===== config.mk =====
export PLATFORM = sky130hd
export DESIGN_NAME = lru_page_replacement_unit
export DESIGN_NICKNAME = d
export VERILOG_FILES = /design/src/rtl/core/lru_pr_pkg.sv /design/src/rtl/core/lru_pr_ctrl.sv /design/src/rtl/core/lru_pr_dpath.sv /design/src/rtl/core/lru_page_replacement_unit.sv
export SDC_FILE = /design/constraint.sdc
export NUM_CORES = 1
export LEC_CHECK = 0
export ABC_AREA = 1
export BUFFER_PORTS_ARGS = -buffer_cell sky130_fd_sc_hd__buf_2
export CAP_MARGIN = 20
export CORE_UTILIZATION = 59
export CTS_CLUSTER_SIZE = 30
export DETAILED_ROUTE_END_ITERATION = 6
export HOLD_SLACK_MARGIN = 0.08
export PLACE_DENSITY = 0.77
export SETUP_SLACK_MARGIN = 0.2
export SLEW_MARGIN = 5
export SYNTH_ARGS = -nofsm -noshare
export SYNTH_HDL_FRONTEND = slang
export SYNTH_SLANG_ARGS = --single-unit

===== constraint.sdc =====
create_clock -name clk_i -period 7.2 [get_ports clk_i]
set_input_delay 0.36 -clock clk_i [delete_from_list [all_inputs] [get_ports clk_i]]
set_output_delay 0.36 -clock clk_i [all_outputs]
set_load 0.03 [all_outputs]

===== src/rtl/core/lru_pr_pkg.sv =====
package lru_pr_pkg;

  localparam int unsigned PageInW  = 16;
  localparam int unsigned SlotW    = 3;
  localparam int unsigned FaultW   = 32;
  localparam int unsigned CfgW     = 4;
  localparam logic [CfgW-1:0] CfgReset = 4'd8;

  typedef enum logic [1:0] {
    ST_IDLE,
    ST_LOOKUP,
    ST_UPDATE
  } lru_pr_state_e;

  typedef struct packed {
    logic capture;
    logic lookup;
    logic commit;
  } lru_pr_cmd_t;

  typedef struct packed {
    logic out_free;
  } lru_pr_status_t;

endpackage


===== src/rtl/core/lru_pr_ctrl.sv =====
module lru_pr_ctrl (
  input  logic                    clk_i,
  input  logic                    rst_ni,
  input  logic                    in_valid_i,
  output logic                    in_stall_o,
  input  lru_pr_pkg::lru_pr_status_t status_i,
  output lru_pr_pkg::lru_pr_cmd_t    cmd_o
);
  import lru_pr_pkg::*;

  lru_pr_state_e state_q, state_d;

  always_ff @(posedge clk_i or negedge rst_ni) begin
    if (!rst_ni) begin
      state_q <= ST_IDLE;
    end else begin
      state_q <= state_d;
    end
  end

  always_comb begin
    state_d    = state_q;
    cmd_o      = '0;
    in_stall_o = 1'b1;
    unique case (state_q)
      ST_IDLE: begin
        in_stall_o = 1'b0;
        if (in_valid_i) begin
          cmd_o.capture = 1'b1;
          state_d       = ST_LOOKUP;
        end
      end
      ST_LOOKUP: begin
        cmd_o.lookup = 1'b1;
        state_d      = ST_UPDATE;
      end
      ST_UPDATE: begin
        if (status_i.out_free) begin
          cmd_o.commit = 1'b1;
          state_d      = ST_IDLE;
        end
      end
      default: begin
        state_d = ST_IDLE;
      end
    endcase
  end

endmodule


===== src/rtl/core/lru_pr_dpath.sv =====
module lru_pr_dpath #(
  parameter int unsigned FRAMES    = 8,
  parameter int unsigned PAGE_BITS = 16
) (
  input  logic                                  clk_i,
  input  logic                                  rst_ni,
  input  logic                                  cfg_we_i,
  input  logic [lru_pr_pkg::CfgW-1:0]           frames_in_use_i,
  input  logic [lru_pr_pkg::PageInW-1:0]        page_number_i,
  input  lru_pr_pkg::lru_pr_cmd_t               cmd_i,
  output lru_pr_pkg::lru_pr_status_t            status_o,
  input  logic                                  out_stall_i,
  output logic                                  out_valid_o,
  output logic                                  hit_o,
  output logic [lru_pr_pkg::SlotW-1:0]          frame_slot_o,
  output logic                                  evicted_valid_o,
  output logic [lru_pr_pkg::PageInW-1:0]        evicted_page_o,
  output logic [lru_pr_pkg::FaultW-1:0]         fault_total_o
);
  import lru_pr_pkg::*;

  localparam int unsigned RW = (FRAMES > 1) ? $clog2(FRAMES) : 1;
  localparam int unsigned CW = $clog2(FRAMES + 1);

  logic [CfgW-1:0]      cfg_q;
  logic [PAGE_BITS-1:0] page_q;
  logic [PAGE_BITS-1:0] frame_page_q [FRAMES];
  logic [FRAMES-1:0]    frame_valid_q;
  logic [RW-1:0]        rank_q [FRAMES];
  logic [CW-1:0]        filled_q;
  logic [FaultW-1:0]    fault_q;

  logic                 hit_q, empty_q;
  logic [RW-1:0]        slot_q;
  logic [PAGE_BITS-1:0] evp_q;

  logic                 out_valid_q, out_hit_q, out_ev_q;
  logic [SlotW-1:0]     out_slot_q;
  logic [PageInW-1:0]   out_evp_q;
  logic [FaultW-1:0]    out_fault_q;

  logic [PageInW+PAGE_BITS-1:0] page_in_ext;
  logic [PAGE_BITS+PageInW-1:0] evp_ext;
  logic [RW+SlotW-1:0]          slot_ext;

  logic [FRAMES-1:0] in_use;
  logic              match_found, empty_found;
  logic [RW-1:0]     match_idx, empty_idx, victim_idx, min_rank;
  logic [RW-1:0]     cur_rank;
  logic              touch_valid, ev_now;
  logic [FaultW-1:0] fault_nx;

  assign page_in_ext = {{PAGE_BITS{1'b0}}, page_number_i};
  assign evp_ext     = {{PageInW{1'b0}}, evp_q};
  assign slot_ext    = {{SlotW{1'b0}}, slot_q};

  always_ff @(posedge clk_i or negedge rst_ni) begin
    if (!rst_ni) begin
      cfg_q <= CfgReset;
    end else if (cfg_we_i) begin
      cfg_q <= frames_in_use_i;
    end
  end

  // frames past the configured count stay valid but are not searched
  always_comb begin
    for (int i = 0; i < FRAMES; i++) begin
      in_use[i] = (i == 0) || (i < int'(cfg_q));
    end
  end

  always_comb begin
    match_found = 1'b0;
    empty_found = 1'b0;
    match_idx   = '0;
    empty_idx   = '0;
    victim_idx  = '0;
    min_rank    = rank_q[0];
    for (int i = 0; i < FRAMES; i++) begin
      if (!match_found && in_use[i] && frame_valid_q[i] && frame_page_q[i] == page_q) begin
        match_found = 1'b1;
        match_idx   = RW'(i);
      end
      if (!empty_found && in_use[i] && !frame_valid_q[i]) begin
        empty_found = 1'b1;
        empty_idx   = RW'(i);
      end
    end
    for (int i = 1; i < FRAMES; i++) begin
      if (in_use[i] && rank_q[i] < min_rank) begin
        min_rank   = rank_q[i];
        victim_idx = RW'(i);
      end
    end
  end

  always_ff @(posedge clk_i) begin
    if (cmd_i.capture) begin
      page_q <= page_in_ext[PAGE_BITS-1:0];
    end
    if (cmd_i.lookup) begin
      hit_q   <= match_found;
      empty_q <= empty_found;
      evp_q   <= frame_page_q[victim_idx];
      if (match_found) begin
        slot_q <= match_idx;
      end else if (empty_found) begin
        slot_q <= empty_idx;
      end else begin
        slot_q <= victim_idx;
      end
    end
  end

  assign cur_rank    = rank_q[slot_q];
  assign touch_valid = hit_q || !empty_q;
  assign ev_now      = !hit_q && !empty_q;
  assign fault_nx    = (!hit_q && fault_q != '1) ? fault_q + 1'b1 : fault_q;

  always_ff @(posedge clk_i) begin
    if (cmd_i.commit && !hit_q) begin
      frame_page_q[slot_q] <= page_q;
    end
  end

  always_ff @(posedge clk_i or negedge rst_ni) begin
    if (!rst_ni) begin
      frame_valid_q <= '0;
      filled_q      <= '0;
      fault_q       <= '0;
      for (int i = 0; i < FRAMES; i++) begin
        rank_q[i] <= '0;
      end
    end else if (cmd_i.commit) begin
      fault_q <= fault_nx;
      if (touch_valid) begin
        for (int i = 0; i < FRAMES; i++) begin
          if (frame_valid_q[i] && rank_q[i] > cur_rank) begin
            rank_q[i] <= rank_q[i] - 1'b1;
          end
        end
        rank_q[slot_q] <= RW'(filled_q - 1'b1);
      end else begin
        rank_q[slot_q]        <= RW'(filled_q);
        frame_valid_q[slot_q] <= 1'b1;
        filled_q              <= filled_q + 1'b1;
      end
    end
  end

  // output register
  always_ff @(posedge clk_i or negedge rst_ni) begin
    if (!rst_ni) begin
      out_valid_q <= 1'b0;
    end else if (cmd_i.commit) begin
      out_valid_q <= 1'b1;
    end else if (!out_stall_i) begin
      out_valid_q <= 1'b0;
    end
  end

  always_ff @(posedge clk_i) begin
    if (cmd_i.commit) begin
      out_hit_q   <= hit_q;
      out_slot_q  <= slot_ext[SlotW-1:0];
      out_ev_q    <= ev_now;
      out_evp_q   <= ev_now ? evp_ext[PageInW-1:0] : '0;
      out_fault_q <= fault_nx;
    end
  end

  assign status_o.out_free = !out_valid_q || !out_stall_i;
  assign out_valid_o     = out_valid_q;
  assign hit_o           = out_hit_q;
  assign frame_slot_o    = out_slot_q;
  assign evicted_valid_o = out_ev_q;
  assign evicted_page_o  = out_evp_q;
  assign fault_total_o   = out_fault_q;

  a_filled_bound: assert property (@(posedge clk_i) disable iff (!rst_ni)
    int'(filled_q) <= FRAMES)
    else $error("fill count above frame count");

  a_hit_no_evict: assert property (@(posedge clk_i) disable iff (!rst_ni)
    cmd_i.commit && hit_q |-> !ev_now && frame_valid_q[slot_q])
    else $error("hit on an empty frame or with eviction");

  a_fault_nonzero: assert property (@(posedge clk_i) disable iff (!rst_ni)
    cmd_i.commit && !hit_q |=> out_valid_q && out_fault_q != '0)
    else $error("fault not counted");

endmodule


===== src/rtl/core/lru_page_replacement_unit.sv =====
// LRU page replacement unit: one page reference per input transaction, one
// result per reference (hit, frame slot, evicted page and saturating fault
// count). Each reference passes through accept, lookup across the frames in
// use, and update of ranks and frame contents, in the controller sequence; the
// result sits in an output register so the next reference is accepted while
// it waits, and updating holds only while that register is full and stalled.
// frames_in_use is written through its own channel, always ready; values of 0
// act as 1 and values above FRAMES act as FRAMES.
module lru_page_replacement_unit #(
  parameter int unsigned FRAMES    = 8,
  parameter int unsigned PAGE_BITS = 16
) (
  input  logic                             clk_i,
  input  logic                             rst_ni,
  input  logic                             cfg_valid_i,
  output logic                             cfg_ready_o,
  input  logic [lru_pr_pkg::CfgW-1:0]      frames_in_use_i,
  input  logic                             in_valid_i,
  output logic                             in_stall_o,
  input  logic [lru_pr_pkg::PageInW-1:0]   page_number_i,
  output logic                             out_valid_o,
  input  logic                             out_stall_i,
  output logic                             hit_o,
  output logic [lru_pr_pkg::SlotW-1:0]     frame_slot_o,
  output logic                             evicted_valid_o,
  output logic [lru_pr_pkg::PageInW-1:0]   evicted_page_o,
  output logic [lru_pr_pkg::FaultW-1:0]    fault_total_o
);
  import lru_pr_pkg::*;

  lru_pr_cmd_t    cmd;
  lru_pr_status_t status;

  assign cfg_ready_o = 1'b1;

  lru_pr_ctrl u_ctrl (
    .clk_i      (clk_i),
    .rst_ni     (rst_ni),
    .in_valid_i (in_valid_i),
    .in_stall_o (in_stall_o),
    .status_i   (status),
    .cmd_o      (cmd)
  );

  lru_pr_dpath #(
    .FRAMES    (FRAMES),
    .PAGE_BITS (PAGE_BITS)
  ) u_dpath (
    .clk_i           (clk_i),
    .rst_ni          (rst_ni),
    .cfg_we_i        (cfg_valid_i && cfg_ready_o),
    .frames_in_use_i (frames_in_use_i),
    .page_number_i   (page_number_i),
    .cmd_i           (cmd),
    .status_o        (status),
    .out_stall_i     (out_stall_i),
    .out_valid_o     (out_valid_o),
    .hit_o           (hit_o),
    .frame_slot_o    (frame_slot_o),
    .evicted_valid_o (evicted_valid_o),
    .evicted_page_o  (evicted_page_o),
    .fault_total_o   (fault_total_o)
  );

endmodule


* Word-level counts from Yosys, hierarchy flattened
Memories as Yosys holds them, arrays and structs flattened. A register that Yosys moved wholly into a read port is not among the register bits.
Index checks and enable logic that the tools add are counted.
** Operators by class
- $lt $le $gt $ge :: 26
- Reductions and logical operators :: 85
- Multiplexer cells :: 93
- Bitwise gates (word level) :: 3
- Equal/unequal tests :: 14
- $add $sub $neg :: 11
** Operator list (count)
- 3-bit 2-to-1 mux :: 51
- 16-bit == test :: 8
- 1-bit logical AND :: 56
- 24-bit bitwise mux :: 2
- 32-bit by 1-bit adder with 32-bit output (second input constant) :: 1
- 32-bit 2-to-1 mux :: 1
- 32-bit inequality test (second input constant) :: 1
- 1-bit 2-to-1 mux :: 30
- 3-bit by 1-bit subtractor with 3-bit output (second input constant) :: 9
- 3-bit > comparator :: 8
- 1-bit logical NOT :: 24
- 24-bit 2-to-1 mux :: 1
- 3-bit less-than comparator :: 7
- 3-bit by 4-bit less-than comparator with 1-bit output (first input constant) :: 4
- 3-bit binary-select mux with 3-bit select :: 1
- 3-bit demux with 3-bit select :: 1
- 2-bit by 4-bit less-than comparator with 1-bit output (first input constant) :: 2
- 2-bit 2-to-1 mux :: 4
- 8-bit bitwise OR :: 1
- 2-bit one-hot mux with 3 select lines :: 1
- 4-bit by 1-bit adder with 4-bit output (second input constant) :: 1
- 4-bit >= comparator (second input constant) :: 1
- 1-bit by 4-bit less-than comparator with 1-bit output (first input constant) :: 1
- 3-bit by 4-bit less-than comparator with 1-bit output (second input constant) :: 1
- other kinds (12) :: 15
** Word-level totals
- Memories kept :: 1
- Output and inout port bits :: 56
- Word-level logic and storage cells :: 256
- Register bits after elaboration :: 149
- Memory bits (writable) :: 128
- Input bits :: 25
** Memories
- u_dpath.frame_page_q :: words 8, bits a word 16, rd ports 9, clocked after memory_dff 1, wr ports 1, line lru_pr_dpath.sv:27 : logic [PAGE_BITS-1:0] frame_page_q [FRAMES];

* Longest topological paths before layout
An unclocked memory read counts as a cell.
- Depth in word-level cells :: 40
- Mapped depth :: 52
- Mapped depth without buffers :: 50

* Hierarchy
Synthesis repeated with hierarchy kept, for this count alone.
** Second synthesis, totals
- Cell total of the unflattened synthesis :: 1692
- Area, all modules :: 15857.7 um^2
** By module, submodules not included
- lru_pr_dpath :: seq. area each 8349.3 um^2, cells each 1674, instances 1, area each 15736.3 um^2
- lru_pr_ctrl :: seq. area each 50.0 um^2, cells each 16, instances 1, area each 110.1 um^2
- lru_page_replacement_unit :: seq. area each 0.0 um^2, cells each 2, instances 1, area each 11.3 um^2

* Worst setup path before layout
No wires, ideal clock.
- Path kind :: reg-to-reg
- Start :: register u_dpath.rank_q[20] in the netlist's numbering
- End :: register u_dpath.evp_q[0], read port of u_dpath.frame_page_q (data pin)
- Path buffers :: 2
- Data required time :: 6.947 ns
- Library setup time :: 0.253 ns
- Setup slack :: 1.872 ns
- Stages on the path, launching flop included :: 45
- Period minus slack after synthesis :: 5.328 ns
- Data arrival time :: 5.076 ns
- Cell sequence :: dfrtp_1 > ha_1 > a21oi_2 > nand3_2 > nand2_1 > nand2_1 > nor2_1 > nand2_1 > nand2_2 > nand3_2 > nand2_1 > nand2_1 > nor2_1 > nand2_1 > nand2_2 > nand3_2 > nand2_1 > nand2_1 > (+9 left out) > nand2_2 > o21bai_1 > ha_1 > a211oi_1 > nand2_2 > nand2_1 > o21ai_0 > ha_1 > a211oi_1 > nand2_2 > nand2_2 > buf_6 > buf_6 > nand2_1 > nand3_1 > nand2_1 > nand2_1 > nand2_1
** Between the ends
- Word-level cells in the longest chain between the ends :: 21
- Elaborated cells between the ends (all ways) :: 27
- Classes of those cells :: order compare: 7; mux: 13; reduce/logical: 7
** Ends and longest elaborated chain
- from (decl) :: line lru_pr_dpath.sv:29 : logic [RW-1:0] rank_q [FRAMES];
- from (signal, indexed assignment) :: line lru_pr_dpath.sv:139 : rank_q[i] <= rank_q[i] - 1'b1;
- from (signal, indexed assignment) :: line lru_pr_dpath.sv:142 : rank_q[slot_q] <= RW'(filled_q - 1'b1);
- from (signal, indexed assignment) :: line lru_pr_dpath.sv:144 : rank_q[slot_q] <= RW'(filled_q);
- 3-bit less-than comparator :: line lru_pr_dpath.sv:90 : if (in_use[i] && rank_q[i] < min_rank) begin
- 1-bit logical AND :: line lru_pr_dpath.sv:90
- 3-bit 2-to-1 mux :: line lru_pr_dpath.sv:90
- 3-bit less-than comparator :: line lru_pr_dpath.sv:90
- 1-bit logical AND :: line lru_pr_dpath.sv:90
- 3-bit 2-to-1 mux :: line lru_pr_dpath.sv:90
- 3-bit less-than comparator :: line lru_pr_dpath.sv:90
- 1-bit logical AND :: line lru_pr_dpath.sv:90
- (+5 left out)
- 1-bit logical AND :: line lru_pr_dpath.sv:90
- 3-bit 2-to-1 mux :: line lru_pr_dpath.sv:90
- 3-bit less-than comparator :: line lru_pr_dpath.sv:90
- 1-bit logical AND :: line lru_pr_dpath.sv:90
- 3-bit 2-to-1 mux :: line lru_pr_dpath.sv:90
- 3-bit less-than comparator :: line lru_pr_dpath.sv:90
- 1-bit logical AND :: line lru_pr_dpath.sv:90
- 3-bit 2-to-1 mux * :: line lru_pr_dpath.sv:90
- to (decl) :: line lru_pr_dpath.sv:35 : logic [PAGE_BITS-1:0] evp_q;
Mark *: on every way between the ends. The rest lies on a longest branch, timed or not.
A chain may end at the register's enable or synchronous reset.

* Worst setup path after layout
- Start :: register u_dpath.rank_q[23] in the netlist's numbering
- End :: register u_dpath.evp_q[15], read port of u_dpath.frame_page_q (data pin)
The elaborated chain is that of the path after synthesis.

==> flow_metrics.env <==
export IMPL_run_status="completed"
export IMPL_drt_iter0_markers=1453
export IMPL_hold_ws_ns=0.1078
export IMPL_dp_slack_ns=0.8449
export IMPL_synth_commonest_cells="nand2_1 (388), inv_1 (265), edfxtp_1 (218)"
export IMPL_post_cts_buffers=0
export IMPL_min_to="u_ctrl.state_q[0]"
export IMPL_grt_antenna_before_repair=0
export IMPL_postSynthCellCount=1732
export IMPL_coreArea_um2=26060
export IMPL_tns_ns=0
export IMPL_ios=81
export IMPL_fillCellCount=2088
export IMPL_place_area_um2=16400
export IMPL_dr_pass1_iters=6
export IMPL_drive_gt1_frac=0.09388
export IMPL_grt_overflow=0
export IMPL_setup_viol=0
export IMPL_reg2reg_depth=43
export IMPL_grt_pass1_vias=12541
export IMPL_min_path_cells=3
export IMPL_slowest_stage="inv_2"
export IMPL_r2r_start="u_dpath.rank_q[23]"
export IMPL_cts_made_buffers=30
export IMPL_fin_area_um2=17700
export IMPL_grt_pass1_wl_um=69750
export IMPL_row_count=59
export IMPL_numPortBuffers=79
export IMPL_top_layer="met4"
export IMPL_synth_top_area_cell="edfxtp_1"
export IMPL_cts_sinks=292
export IMPL_synth_seq_area_share=0.5345
export IMPL_synth_edf_count=218
export IMPL_hold_class="primary input to register"
export IMPL_synth_area_leaders="edfxtp_1 (42%), dfrtp_1 (12%), nand2_1 (9.3%)"
export IMPL_path_max_fanout=18
export IMPL_worst_slew_pin_slew_ns=1.126
export IMPL_area_delta_synth_final_pct=12.64
export IMPL_yosysMostFrequentCell="nand2_1"
export IMPL_drt_met1_wl_um=18660
export IMPL_grt_setup_unrepaired="no"
export IMPL_cap_violations=0
export IMPL_wl_per_cell_um=20.77
export IMPL_r2r_end="u_dpath.evp_q[15]"
export IMPL_dp_hpwl_um=31800
export IMPL_drtAntennaViolNets=0
export IMPL_drc=0
export IMPL_finalCriticalPeriod_ns=6.355
export IMPL_routed_wl_um=45670
export IMPL_min_from="in_valid_i"
export IMPL_dr_wl_met2_um=21140
export IMPL_cts_root_buf="clkbuf_16"
export IMPL_crit_arrival_ns=6.74
export IMPL_cp_start_kind="register"
export IMPL_maxSlewHeadroom=0.2490
export IMPL_cts_path_max_buffers=3
export IMPL_nets=1906
export IMPL_tritoncts="built"
export IMPL_crit_type="register to register"
export IMPL_finalHoldViolCount=0
export IMPL_via_per_inst=5.941
export IMPL_die_y_um=165.2
export IMPL_dieArea_um2=27290
export IMPL_synth_ff_type="edfxtp_1"
export IMPL_async_flop_share=0.2534
export IMPL_regArea_um2=8399
export IMPL_period_share=0.8827
export IMPL_rrSetupSlack_ns=0.84
export IMPL_grt_usage=0.3406
export IMPL_ys_types=50
export IMPL_h_tree_depth=1
export IMPL_wl_met3_um=3698
export IMPL_vias=13065
export IMPL_netlist_area_um2=15710
export IMPL_critPathMostFrequentCell="nand2_1"
export IMPL_max_stage_delay_ns=0.50
export IMPL_avgSynthCellArea_um2=9.073
export IMPL_worstSkewPairLatency_ns=0.56
export IMPL_die_width_um=165.2
export IMPL_crit_required_ns=7.59
export IMPL_synth_fp_nets=1798
export IMPL_fmax_ghz=0.1573
export IMPL_place_gp_congestion=0.9589
export IMPL_ys_seq_elements=292
export IMPL_clkTransAtPathRegs_ns=0.06
export IMPL_fin_ws_ns=0.8447
export IMPL_synth_warnings=0
export IMPL_multi_input_area_um2=5969
export IMPL_initial_core_util=0.6030
export IMPL_end_kind="register"
export IMPL_grt_max_degree=108
export IMPL_yosysTopAreaCellShare=0.4166
export IMPL_skew_ns=0.01868
export IMPL_slew_viol_final=0
export IMPL_diodes=0
what timing repair did:
action | 4_1_cts | 5_1_grt
gates resized for setup | 0 | 1
hold endpoints to repair | 41 | 0
endpoints found under the setup margin | 0 | 10
hold buffers | 28 | 0
critical path: cells and delay by family (launching register included):
kind,cells,cell delay (ns)
AND/OR/NAND/NOR,33,3.35
AO/OA/AOI/OAI,4,0.91
adder cells (fa/ha/maj),3,0.84
buffers and inverters,3,0.66
flip-flops,1,0.40
registers in the layout, indices dropped and copies added, names as in the netlist, 2 cells and up:
signal / count
u_ctrl.state_q: 2
u_dpath.cfg_q: 4
u_dpath.evicted_page_o: 16
u_dpath.evp_q: 16
u_dpath.fault_q: 32
u_dpath.fault_total_o: 32
u_dpath.filled_q: 3
u_dpath.frame_page_q: 128
u_dpath.frame_slot_o: 3
u_dpath.frame_valid_q: 8
u_dpath.page_q: 16
u_dpath.rank_q: 24
u_dpath.slot_q: 3
layer usage:
layer | global-route usage | vias up
li1 | - | 6119
met2 | 0.5493 | 672
met3 | 0.04620 | 132
met5 | 0 | -
met4 | 0.1568 | 0
met1 | 0.4573 | 6142
kinds of logic (layout without fill, tap and decap cells):
group                      Yosys count  count (layout)  share of synthesized area
muxes                                5               5                   0.003185
xor gates and xnor gates            74              74                    0.04125
buffers and inverters              328             460                    0.08607
other                                1               1                  0.0002386
DFF                                292             292                     0.5345
and+or+nand+nor                    761             761                     0.2118
adders and majority gates           41              41                    0.03265
AOI/OAI and AO/OA                  230             230                    0.09029
final cells by class:
class                   count  area share
flip-flops and latches    292      0.4745
multi-input cells        1112      0.3372
inverters                 271     0.05754
repair buffers            133     0.05012
clock buffers              40     0.04687
well taps                 335     0.02368
clock inverters            16     0.01004
cell usage in the layout (no fill, tap or decap), types with 4 or more instances in the layout:
master / Yosys / routed
o21bai_1: 5 / 5
buf_4: 1 / 24
ha_1: 41 / 41
nand3_1: 181 / 181
clkbuf_16: 0 / 31
nor4_1: 21 / 21
dfrtp_1: 73 / 73
bufinv_16: 0 / 4
o2111ai_1: 11 / 11
nor2_1: 89 / 87
mux2i_1: 5 / 5
xor2_1: 67 / 67
o22ai_1: 52 / 52
nand2_2: 12 / 13
a221oi_1: 12 / 12
clkinv_1: 3 / 10
edfxtp_1: 218 / 218
nand2_1: 388 / 387
buf_2: 16 / 79
o21ai_0: 84 / 84
clkbuf_1: 23 / 7
a21oi_1: 32 / 32
xnor2_1: 7 / 7
o221ai_1: 10 / 10
inv_1: 265 / 264
a211oi_1: 5 / 5
a2111oi_0: 4 / 4
clkinv_2: 0 / 4
nor3_1: 32 / 32
dlygate4sd3_1: 0 / 28
nand4_1: 27 / 27
per-stage QoR:
stage / cells / util
2_1_floorplan: 1732 / -
3_3_place_gp: 2114 / 0.6295
3_5_place_dp: 2114 / 0.6295
4_1_cts: 2198 / 0.6789
5_1_grt: 2199 / 0.6793
6_report: 2199 / 0.6793
worst max-delay path by stage:
| stage | from | end | slack [ns] | cells past startpoint |
|---|---|---|---|---|
| floorplan | u_dpath.rank_q[20] | u_dpath.evp_q[0] | 1.87 | 44 |
| global placement | u_dpath.rank_q[23] | u_dpath.evp_q[13] | 0.97 | 45 |
| detailed placement | u_dpath.rank_q[23] | u_dpath.evp_q[9] | 0.84 | 45 |
| CTS | u_dpath.rank_q[23] | u_dpath.evp_q[9] | 0.82 | 45 |
| global route | u_dpath.rank_q[23] | u_dpath.evp_q[15] | 0.22 | 44 |
| finish | u_dpath.rank_q[23] | u_dpath.evp_q[15] | 0.84 | 43 |
Power is not shown: default switching activity piles up to over one toggle a cycle in this logic, so the estimate is an artifact.
